### src/sv/rjpc_pkg.sv
`timescale 1ns / 1ps
`default_nettype none

package rjpc_pkg;

  // field widths of the request and result items
  localparam int LABEL_W    = 8;
  localparam int COUNT_W    = 19;
  localparam int FRAC_W     = 16;
  localparam int RATIO_W    = FRAC_W + 1;

  // default sizing of the point store
  localparam int MAX_POINTS_DEF = 1024;
  localparam int LABEL_BITS_DEF = 8;

  // one input request
  typedef struct packed {
    logic [LABEL_W-1:0] predicted_label;
    logic [LABEL_W-1:0] true_label;
    logic               last_point;
  } in_data_t;

  // one result
  typedef struct packed {
    logic [COUNT_W-1:0] true_positive;
    logic [COUNT_W-1:0] false_negative;
    logic [COUNT_W-1:0] false_positive;
    logic [COUNT_W-1:0] true_negative;
    logic [RATIO_W-1:0] rand_index;
    logic [RATIO_W-1:0] jaccard_index;
    logic               rand_undefined;
    logic               jaccard_undefined;
    logic               capacity_overflow;
  } out_data_t;

  // control broadcast to every cell of the store
  typedef struct packed {
    logic rotate;
    logic insert;
  } cell_ctrl_t;

  // sequencer states
  typedef enum logic [2:0] {
    ST_IDLE,
    ST_SCAN,
    ST_INSERT,
    ST_RAND_GO,
    ST_RAND_WAIT,
    ST_JAC_GO,
    ST_JAC_WAIT,
    ST_LOAD
  } state_t;

endpackage

`default_nettype wire

### src/sv/rjpc_cell.sv
`timescale 1ns / 1ps
`default_nettype none

module rjpc_cell #(
  parameter int LABEL_BITS = rjpc_pkg::LABEL_BITS_DEF
) (
  input  wire                    clk,
  input  rjpc_pkg::cell_ctrl_t   ctrl,
  input  wire                    tok_here,
  input  wire                    tok_next,
  input  wire [LABEL_BITS-1:0]   head_pred,
  input  wire [LABEL_BITS-1:0]   head_true,
  input  wire [LABEL_BITS-1:0]   next_pred,
  input  wire [LABEL_BITS-1:0]   next_true,
  input  wire [LABEL_BITS-1:0]   query_pred,
  input  wire [LABEL_BITS-1:0]   query_true,
  output logic [LABEL_BITS-1:0]  pred,
  output logic [LABEL_BITS-1:0]  truth
);

  logic [LABEL_BITS-1:0] pred_r;
  logic [LABEL_BITS-1:0] truth_r;

  // ring rotation: each cell takes the next cell's point and the head wraps around to
  // the last occupied cell; on insert, the free slot marked by the token takes a new point
  always_ff @(posedge clk) begin
    if (ctrl.rotate) begin
      pred_r  <= tok_next ? head_pred : next_pred;
      truth_r <= tok_next ? head_true : next_true;
    end else if (ctrl.insert && tok_here) begin
      pred_r  <= query_pred;
      truth_r <= query_true;
    end
  end

  assign pred  = pred_r;
  assign truth = truth_r;

endmodule

`default_nettype wire

### config.mk
export PLATFORM = sky130hd
export DESIGN_NAME = rjpc_cell
export DESIGN_NICKNAME = d
export VERILOG_FILES = /design/src/sv/rjpc_pkg.sv /design/src/sv/rjpc_cell.sv
export SDC_FILE = /design/constraint.sdc
export NUM_CORES = 1
export LEC_CHECK = 0
export ABC_CLOCK_PERIOD_IN_PS = 2480
export BUFFER_PORTS_ARGS = -buffer_cell sky130_fd_sc_hd__buf_4
export CAP_MARGIN = 20
export CORE_UTILIZATION = 40
export DETAILED_ROUTE_END_ITERATION = 6
export PLACE_DENSITY = 0.83
export SLEW_MARGIN = 20
export SYNTH_ARGS = -nofsm -noshare
export SYNTH_HDL_FRONTEND = slang
export SYNTH_SLANG_ARGS = --single-unit
### constraint.sdc
create_clock -name clk -period 2.48 [get_ports clk]
set_input_delay 0.248 -clock clk [delete_from_list [all_inputs] [get_ports clk]]
set_output_delay 0.248 -clock clk [all_outputs]
set_load 0.02 [all_outputs]
======== After elaboration in Yosys (flattened, before gate mapping) ========
Index checks and enable logic that the tools add are counted.
word-level totals
  output and inout bits ................... 16
  word-level logic and storage cells ...... 10
  flip-flop bits (word level) ............. 16
  input bits .............................. 53
cells by class
  muxes and demuxes ....................... 6
  reductions and logical operators ........ 2
operators with widths
  operator            number
  8-bit 2-to-1 mux    6
  2-bit nonzero test  1
  1-bit logical AND   1

======== Logic depth before layout (Yosys ltp) ========
  depth after elaboration ................. 3
  depth in mapped cells ................... 4
  depth with buffers taken out ............ 2

======== Least setup slack after synthesis ========
No wires, ideal clock.
  path type ............................... input -> register
  start point ............................. input ctrl[1] (netlist bit)
  end point ............................... register pred_r[0], in the netlist pred[0], enable pin
  required time ........................... 2.113 ns
  path buffers ............................ 2
  library setup time ...................... 0.367 ns
  path slack .............................. 1.176 ns
  stages on the path ...................... 3
  arrival time ............................ 0.937 ns
  path through ............................ buf_2 -> buf_2 -> a21o_1
between the ends
  longest elaborated chain between the ends .. 1
RTL lines
  item                          line             text
  from (decl)                   rjpc_cell.sv:8   input rjpc_pkg::cell_ctrl_t ctrl,
  2-bit nonzero test (no line)  -
  to (signal assigned)          rjpc_cell.sv:28  pred_r <= tok_next ? head_pred : next_pred;
  to (signal assigned)          rjpc_cell.sv:31  pred_r <= query_pred;
  to (decl)                     rjpc_cell.sv:21  logic [LABEL_BITS-1:0] pred_r;
Every way passes these cells.
A chain may end at the register's enable or synchronous reset.

======== Worst setup path after layout ========
  start point ............................. input ctrl[1] (netlist bit)
  end point ............................... register truth_r[6], in the netlist truth[6], enable pin
between the ends
  longest elaborated chain between the ends .. 1
RTL lines
  item                          line             text
  2-bit nonzero test (no line)  -
  to (signal assigned)          rjpc_cell.sv:29  truth_r <= tok_next ? head_true : next_true;
  to (signal assigned)          rjpc_cell.sv:32  truth_r <= query_true;
  to (decl)                     rjpc_cell.sv:22  logic [LABEL_BITS-1:0] truth_r;
Every way passes these cells.

==> run_results.csv <==
group,metric,value,unit
status,status,"complete, no violations",
yosys,ys_ff_latch,16,
final_layout,area_growth,62.09,%
yosys,netlist_instances,71,
yosys,synth-compound-area-share,0.1045,
yosys,syn_area,838.3,sq um
grt,antenna_found_initial,0,
die,die_w,47.78,microns
route,postRouteAntennaNets,0,
die,die_area,2283,sq um
clocking,cts_buffer_depth,2,
setup_path,cp.required,2410,ps
die,io_pins,69,
power,power.density,509.1,nW/um^2
clocking,clkTransAtPathRegs,90,ps
route,drt_iter0_drc,12,
setup_path,cpPeakStageDelay,530,ps
yosys,synthMuxAreaShare,0.1910,
yosys,avgSynthCellArea,11.81,sq um
setup_path,end_kind,"flip-flop",
grt,grt.total_usage,0.1671,
timing,hold_violations,0,
yosys,synth_top_family_by_area,"multiplexers",
timing,period_share,0.4543,
clocking,cts_root_buffer,"clkbuf_4",
setup_path,crit_cells,2,
yosys,yosysUniqueCellTypes,9,
yosys,seq_area_frac_synth,0.5731,
timing,holdWs,274.2,ps
final_layout,nets,191,
grt,grt_pass1_wl,2615,microns
setup_path,crit_type,"in -> reg",
yosys,synth.top_cell.area_share,0.5731,
clocking,tritoncts,"yes",
timing,slew_headroom,0.5924,
setup_path,start_kind,"input pin",
setup_path,critPathLaunch,"ctrl[1]",
route,wire_per_inst,12.22,microns
route,dr.pass1.iters,4,
power,irDropWorstVdd,0.3064,mV
yosys,yosys_warnings,0,
min_path,min-delay-start,"query_pred[0]",
min_path,hold_depth,3,
timing,tns,0,ps
grt,grt_pass1_vias,647,
route,vias_per_cell,4.787,
run,maxCapViolCount,0,
power,p_leak,0.6545,nW
final_layout,drive_gt1_frac,0.5182,
timing,slew_viol_final,0,
final_layout,post-route-util,0.6926,
final_layout,nFillCells,165,
final_layout,antenna_cells,0,
route,drc,0,
setup_path,critical_path.top_delay_family,"compound AO/OA/AOI/OAI gates",
setup_path,cp_max_fo,33,
yosys,synth_nets,124,
placement,gp_congestion,0.6258,
setup_path,cp-endpoint,"truth[6]$_DFFE_PP_",
yosys,synth_simple_gate_area_share,0.07164,
clocking,clkSinkCount,16,
die,rows,16,
final_layout,final_cell_mix,"68 x buf_4, 16 x mux2i_1, 16 x nor2_1, 16 x a21oi_1, 16 x edfxtp_1",
grt,grt-ovfl-total,0,
timing,max_freq,0.8875,GHz
timing,period_needed,1127,ps
setup_path,crit_slowest_cell,"a21o_1",
timing,finalSetupViolCount,0,
final_layout,mostFrequentLayoutCell,"buf_4",
die,die_y,47.78,microns
placement,io_buffers,68,
timing,rsz0062_at_grt,"false",
clocking,cts_resized,0,
die,core-area,1962,sq um
yosys,synth_top_area_cell,"edfxtp_1",
yosys,synthAdderAreaFrac,0,
grt,grt_max_degree,34,
route,wirelength,2004,microns
clocking,post_cts_buffers,0,
clocking,cts_made_buffers,3,
timing,worst_pin_slew,611.4,ps
setup_path,cp.buffers_inverters,1,
setup_path,crit_path_cell_trace,"buf_4, a21o_1",
die,start_util,0.4273,
clocking,cts.hold.buffers_added,0,
setup_path,cp.arrival,1060,ps
route,via_count,785,
min_path,hold_path.class,"in -> reg",
yosys,synth-xor-area-share,0,
yosys,synth_area_leaders,"edfxtp_1 57%, mux2i_1 19%, a21oi_1 9.6%, nor2_1 7.2%, buf_12 2.4%",
clocking,htree_levels,1,
## power by group
part	switching (W)	internal, W	total, W
clock	0.0000810	0.0000585	0.000139
combinational	0.0000970	0.000111	0.000208
sequential	0.00000852	0.000336	0.000344
## per-stage QoR
| stage | cell area (sq um) | setup WS (ps) | total power, W | std cells |
|---|---|---|---|---|
| final | 1359 | 1353 | 0.0006917 | 164 |
| after global routing | 1359 | 1307 | 0.0007257 | 164 |
| after CTS | 1359 | 1364 | 0.0006988 | 164 |
| after detailed placement | 1333 | 1047 | 0.0005609 | 160 |
| after global placement | 1333 | 1107 | 0.0005546 | 160 |
| after floorplan | 838.3 | 1176 | 0.0004483 | 71 |
## state kept, by name (all words and copies together), names as in the netlist
register  count
truth         8
pred          8
## layout make-up
cell class	count	area [sq um]	share of cell area
Multi-Input combinational cell	49	307.8	0.2265
Tap cell	27	33.78	0.02486
Timing Repair Buffer	68	510.5	0.3757
Clock buffer	3	22.52	0.01657
Clock inverter	1	3.754	0.002762
Sequential cell	16	480.5	0.3536
## cells by family after synthesis
logic type             after synthesis
AOI/OAI and AO/OA                   17
muxes                               16
DFF                                 16
and+or+nand+nor                     16
buffers and inverters                6
## per-layer routing
layer  track usage  vias up  routed length (microns)
met3       0.01132        4                      132
met4       0.07222        0                       34
met1        0.1715      349                      689
li1              -      392                        -
met2        0.3378       40                     1148
met5             0        -                        0
## synth_stat cells
| cell | count |
|---|---|
| edfxtp_1 | 16 |
| buf_12 | 1 |
| buf_2 | 3 |
| a21oi_1 | 16 |
| nor2_1 | 16 |
| clkbuf_1 | 1 |
| a21o_1 | 1 |
| mux2i_1 | 16 |
| buf_6 | 1 |
## worst min-delay path by stage
stage                        endpoint  slack, ps
floorplan           pred[6]$_DFFE_PP_        470
finish              pred[0]$_DFFE_PP_        270
detailed placement  pred[0]$_DFFE_PP_        570
global route        pred[7]$_DFFE_PP_        280
CTS                 pred[0]$_DFFE_PP_        270
global placement    pred[5]$_DFFE_PP_        570
No activity file was read; power rests on OpenSTA's default activity.
