**src/sv/rjpc_pkg.sv**
```systemverilog
`timescale 1ns / 1ps
`default_nettype none

package rjpc_pkg;

  // field widths of the request and result items
  localparam int LABEL_W    = 8;
  localparam int COUNT_W    = 19;
  localparam int FRAC_W     = 16;
  localparam int RATIO_W    = FRAC_W + 1;

  // default sizing of the point store
  localparam int MAX_POINTS_DEF = 1024;
  localparam int LABEL_BITS_DEF = 8;

  // one input request
  typedef struct packed {
    logic [LABEL_W-1:0] predicted_label;
    logic [LABEL_W-1:0] true_label;
    logic               last_point;
  } in_data_t;

  // one result
  typedef struct packed {
    logic [COUNT_W-1:0] true_positive;
    logic [COUNT_W-1:0] false_negative;
    logic [COUNT_W-1:0] false_positive;
    logic [COUNT_W-1:0] true_negative;
    logic [RATIO_W-1:0] rand_index;
    logic [RATIO_W-1:0] jaccard_index;
    logic               rand_undefined;
    logic               jaccard_undefined;
    logic               capacity_overflow;
  } out_data_t;

  // control broadcast to every cell of the store
  typedef struct packed {
    logic rotate;
    logic insert;
  } cell_ctrl_t;

  // sequencer states
  typedef enum logic [2:0] {
    ST_IDLE,
    ST_SCAN,
    ST_INSERT,
    ST_RAND_GO,
    ST_RAND_WAIT,
    ST_JAC_GO,
    ST_JAC_WAIT,
    ST_LOAD
  } state_t;

endpackage

`default_nettype wire

```
**src/sv/rjpc_div.sv**
```systemverilog
`timescale 1ns / 1ps
`default_nettype none

module rjpc_div #(
  parameter int CNT_W = rjpc_pkg::COUNT_W
) (
  input  wire                             clk,
  input  wire                             rst_n,
  input  wire                             start,
  input  wire [CNT_W-1:0]                 num,
  input  wire [CNT_W-1:0]                 den,
  output logic                            done,
  output logic [rjpc_pkg::RATIO_W-1:0]    quotient
);

  localparam int DW  = CNT_W + rjpc_pkg::RATIO_W;
  localparam int CW  = $clog2(DW + 1);

  logic [DW-1:0]                  dvd_r;
  logic [CNT_W-1:0]               rem_r;
  logic [CNT_W-1:0]               den_r;
  logic [rjpc_pkg::RATIO_W-1:0]   quo_r;
  logic [CW-1:0]                  cnt_r;
  logic                           busy_r;
  logic                           done_r;

  logic [CNT_W:0]                 trial;
  logic [CNT_W:0]                 diff;
  logic                           fits;

  // one quotient bit per cycle, restoring long division
  assign trial = {rem_r, dvd_r[DW-1]};
  assign diff  = trial - {1'b0, den_r};
  assign fits  = trial >= {1'b0, den_r};

  // control
  always_ff @(posedge clk) begin
    if (!rst_n) begin
      busy_r <= 1'b0;
      done_r <= 1'b0;
    end else begin
      done_r <= 1'b0;
      if (start) begin
        busy_r <= 1'b1;
      end else if (busy_r && cnt_r == CW'(1)) begin
        busy_r <= 1'b0;
        done_r <= 1'b1;
      end
    end
  end

  // datapath, dividend is num * 2^16 plus half the divisor for rounding
  always_ff @(posedge clk) begin
    if (start) begin
      dvd_r <= DW'({num, {rjpc_pkg::FRAC_W{1'b0}}}) + DW'(den >> 1);
      rem_r <= '0;
      den_r <= den;
      quo_r <= '0;
      cnt_r <= CW'(DW);
    end else if (busy_r) begin
      dvd_r <= dvd_r << 1;
      rem_r <= fits ? diff[CNT_W-1:0] : trial[CNT_W-1:0];
      quo_r <= {quo_r[rjpc_pkg::RATIO_W-2:0], fits};
      cnt_r <= cnt_r - CW'(1);
    end
  end

  assign done     = done_r;
  assign quotient = quo_r;

endmodule

`default_nettype wire

```
**config.mk**
```make
export PLATFORM = sky130hd
export DESIGN_NAME = rjpc_div
export DESIGN_NICKNAME = d
export VERILOG_FILES = /design/src/sv/rjpc_pkg.sv /design/src/sv/rjpc_div.sv
export SDC_FILE = /design/constraint.sdc
export NUM_CORES = 1
export LEC_CHECK = 0
export BUFFER_PORTS_ARGS = -buffer_cell sky130_fd_sc_hd__buf_2
export CAP_MARGIN = 10
export CORE_ASPECT_RATIO = 0.8
export CORE_MARGIN = 10
export CORE_UTILIZATION = 40
export DETAILED_ROUTE_END_ITERATION = 10
export PLACE_DENSITY = 0.66
export SLEW_MARGIN = 20
export SYNTH_ARGS = -nofsm -noshare
export SYNTH_HDL_FRONTEND = slang
export SYNTH_SLANG_ARGS = --single-unit
```
**constraint.sdc**
```tcl
create_clock -name clk -period 3.7 [get_ports clk]
set_input_delay 0.925 -clock clk [delete_from_list [all_inputs] [get_ports clk]]
set_output_delay 0.925 -clock clk [all_outputs]
set_load 0.1 [all_outputs]
```
### Word level (Yosys, flattened, before mapping)

Index checks and enable logic that the tools add are counted.

| storage, ports and cells | value |
|---|---|
| word-level logic and storage cells | 23 |
| register bits after elaboration | 99 |
| output and inout bits | 18 |

| operators by class | value |
|---|---|
| equality and inequality tests | 1 |
| add/subtract/negate cells | 3 |
| bitwise logic cells | 1 |
| reduce and logical (&&, ||, !) cells | 4 |
| magnitude comparators | 1 |
| muxes and demuxes | 6 |

Operator list:

| cell | count |
|---|---|
| 2-to-1 mux 36 bit | 2 |
| adder 35 x 18 -> 36 bit | 1 |
| >= comparator 20 x 19 -> 1 bit | 1 |
| 2-to-1 mux 19 bit | 1 |
| subtractor 19 bit | 1 |
| == test 6 x 1 -> 1 bit, second input constant | 1 |
| subtractor 6 x 1 -> 6 bit, second input constant | 1 |
| nonzero test 2 bit | 2 |
| 2-to-1 mux 1 bit | 3 |
| OR reduction 2 bit | 1 |
| logical AND 1 bit | 1 |
| NOT 1 bit | 1 |

### Logic depth before layout (Yosys ltp)

| depth | value |
|---|---|
| depth in word-level cells | 4 |
| mapped depth | 11 |
| depth with buffers taken out | 10 |

### Least setup slack after synthesis

OpenSTA, ideal clock, no wires.

| path | value |
|---|---|
| kind | input to register |
| start point | input port start |
| end point | register dvd_r[0], enable pin |
| data arrival time | 2.202 ns |
| stages on the path | 4 |
| path buffers | 2 |
| setup time | 0.391 ns |
| path slack | 1.108 ns |
| cell sequence | clkbuf_1 -> nor2_1 -> clkbuf_1 -> inv_1 |

| between the ends | value |
|---|---|
| word-level cells in the longest chain between the ends | 1 |

RTL lines:

| what | line | RTL |
|---|---|---|
| start: declaration | rjpc_div.sv:9 | `input wire start,` |
| nonzero test 2 bit (no source line) | - |  |
| end signal: assignment | rjpc_div.sv:55 | `dvd_r <= DW'({num, {rjpc_pkg::FRAC_W{1'b0}}}) + DW'(den >> 1);` |
| end signal: assignment | rjpc_div.sv:61 | `dvd_r <= dvd_r << 1;` |
| end: declaration | rjpc_div.sv:19 | `logic [DW-1:0] dvd_r;` |

No other way between the ends.
A chain may end at the register's enable or synchronous reset.

### Final worst setup path

| path | value |
|---|---|
| start point | register dvd_r[35] |
| end point | register rem_r[15] |

| between the ends | value |
|---|---|
| word-level cells in the longest chain between the ends | 2 |

RTL lines:

| what | line | RTL |
|---|---|---|
| subtractor 19 bit or >= comparator 20 x 19 -> 1 bit (tied branches) | rjpc_div.sv:33, rjpc_div.sv:34 |  |
| 2-to-1 mux 19 bit * | rjpc_div.sv:62 | `rem_r <= fits ? diff[CNT_W-1:0] : trial[CNT_W-1:0];` |
| end signal: assignment | rjpc_div.sv:62 |  |
| end: declaration | rjpc_div.sv:20 | `logic [CNT_W-1:0] rem_r;` |

Every way passes the cells marked *; elsewhere a longest branch is shown, timed or not.

==> impl_metrics.ini <==
[job]
drv_cap = 0

[detailed_routing]
post_drt_via_cell_ratio = 5.04
wl_per_cell_um = 14.7
wirelength_um = 10800
drt_iter0_drc = 219
drt_pass1_iterations = 4
ant_nets = 0
vias = 3722
drt_drc_violations_left = 0

[worst_setup_path]
crit_required_ps = 3960
end_kind = flip-flop
cp-start-kind = flip-flop
critPathKind = flip-flop to flip-flop
r2r_cells = 10
arrival_ps = 3080
critPathMaxFanout = 14

[global_routing]
grt_pass1_vias = 3718
grt_start_max_net_pins = 110
grt_overflow = 0
grt_usage = 0.123
grt_pass1_wl_um = 18600
antenna_found_initial = 0

[clocking]
clk_path_buf_depth = 2
ctsHoldBuffers = 0
clock_sinks = 99
clkTransAtPathRegs_ps = 70
root_buffer = clkbuf_16
htree_levels = 3
cts_resized = 0
cts_tree = built
cts_setup_buffers = 0
cts_buffers = 9
clock_latency_ps = 340

[synthesis]
synthXorXnorAreaFrac = 0.0608
synth_compound_area_frac = 0.130
synth.area.top_cells = edfxtp_1 32%, dfxtp_1 17%, mux2i_1 5.6%, ha_1 5.5%, nor2_1 4.6%
syn_area_sq_um = 5190
synth-simple-area-share = 0.128
avgSynthCellArea_sq_um = 10.3
synth_top_family_by_area = compound AO/OA/AOI/OAI gates
synth-seq-area-share = 0.488
synth-edff-count = 55
ys_seq_elements = 99
yosys-mux-area-fraction = 0.0928
synth_top_area_frac = 0.318
synthCells = 504
synth_fa_ha_area_frac = 0.0632
synth.net_count = 570
synth-main-ff-cell = edfxtp_1
synthArstFlopShare = 0
synth.largest_area_cell = edfxtp_1
synth_cell_types = 52
yosysWarningCount = 0

[sta]
drv_slew = 0
finalSetupViolCount = 0
post-route-min-period_ps = 2820
fin_tns_setup_ps = 0
skew_ps = 5.30
worst_pin_slew_ps = 558
fmax_mhz = 355
hold_viol = 0
rsz0062_at_grt = false
fin_crit_sh = 0.762
slew_headroom = 0.628

[placement]
placed_cells = 722
gp_congestion = 0.888
port_buffers = 58
dpl_cell_area_sq_um = 5670
hpwl_um = 7940

[layout]
layout_common_cells = 63 x nor2_1, 57 x buf_2, 55 x edfxtp_1, 43 x dfxtp_1, 39 x a21oi_1
drive_above_1_share = 0.185
final_common_cell = nor2_1
fin_cells = 738
nets = 624
antenna_cells = 0
fin_area_sq_um = 5990
n_fill_cell = 1196
area_delta_synth_final_pct = 15.4
final_util = 0.469

[power]
ir_drop_mv = 0.276
leakagePower_nw = 2.43
power.internal_mw = 1.95
total_power_mw = 2.62
swShare = 0.256
p_comb_frac = 0.139
pwr-share-seq = 0.485
p_clk_frac = 0.376
powerDensity_nw_per_um2 = 438
switchingPower_mw = 0.671

[die]
dieArea_sq_um = 18000
ios = 59
die_height_um = 122
core_area_sq_um = 12800
start_util = 0.406
fp.dieW_um = 147
rows = 37

[worst_hold_path]
hold_path_class = flip-flop to flip-flop
hold_path_depth = 2

[status]
status = finished, final reports clean
-- critical path, stage by stage (launching register included) --
cell,delay [ps]
edfxtp_1,320
inv_1,50
ha_1,220
fa_1,400
nand2b_1,190
a21oi_1,230
o21ai_1,160
a31oi_4,490
buf_4,300
nand2_1,130
o21ai_0,240
-- sequential cells by signal, indices dropped and copies added (netlist names) --
| register | count |
|---|---|
| quotient | 17 |
| done | 1 |
| busy_r | 1 |
| rem_r | 19 |
| den_r | 19 |
| dvd_r | 36 |
| cnt_r | 6 |
-- power by group through the flow --
stage / registers, mW / logic [mW] / clock network (mW)
floorplan: 1.29 / 0.263 / 0
CTS: 1.27 / 0.365 / 1.01
finish: 1.27 / 0.364 / 0.986
global route: 1.28 / 0.411 / 1.05
detailed placement: 1.30 / 0.362 / 0
global placement: 1.30 / 0.352 / 0
-- per-stage QoR --
stage / hold WS, ps / worst slack, ps
4_1_cts: 496 / 877
6_report: 493 / 880
3_3_place_gp: 474 / 890
3_5_place_dp: 486 / 802
2_1_floorplan: 453 / 1110
5_1_grt: 524 / 699
-- synth_stat cells, types with 11 or more instances --
library cell and instances:
nand3_1 11, xor2_1 17, nor2_1 63, o21ai_0 18
ha_1 23, nand2b_1 13, mux2i_1 29, dfxtp_1 44
nand2_1 32, xnor2_1 19, a21oi_1 39, inv_1 28
edfxtp_1 55, mux2_2 17
-- logic make-up after synthesis --
kind of cell | count (synthesis)
xor+xnor | 36
simple gates | 145
flops | 99
fa+ha+maj | 25
mux | 46
compound gates | 104
buf+inv | 49
-- layout make-up --
cell class	instances	area, sq um	share of cell area
clock buffer	10	239	0.0399
clock inverter	6	81.3	0.0136
inverter	29	109	0.0182
multi-input combinational	356	2460	0.411
sequential	99	2530	0.423
tap	175	219	0.0366
timing repair buffer	63	343	0.0573
-- per-layer routing --
layer	share of wire	vias up	GRT usage
li1	-	1902	-
met2	0.43	85	0.188
met4	0.013	0	0.0365
met5	0	-	0
met1	0.50	1721	0.167
met3	0.054	14	0.0367
-- path summary, 6_finish.rpt --
kind                              start                     end  slack, ps
setup / recovery    dvd_r[35]$_DFFE_PP_  rem_r[15]$_SDFFE_PP0P_        880
hold / removal    rem_r[5]$_SDFFE_PP0P_   rem_r[5]$_SDFFE_PP0P_        490
setup reg to reg    dvd_r[35]$_DFFE_PP_  rem_r[15]$_SDFFE_PP0P_        880
hold reg to reg   rem_r[5]$_SDFFE_PP0P_   rem_r[5]$_SDFFE_PP0P_        490
Note: power is estimated with default switching activity, not from simulation.
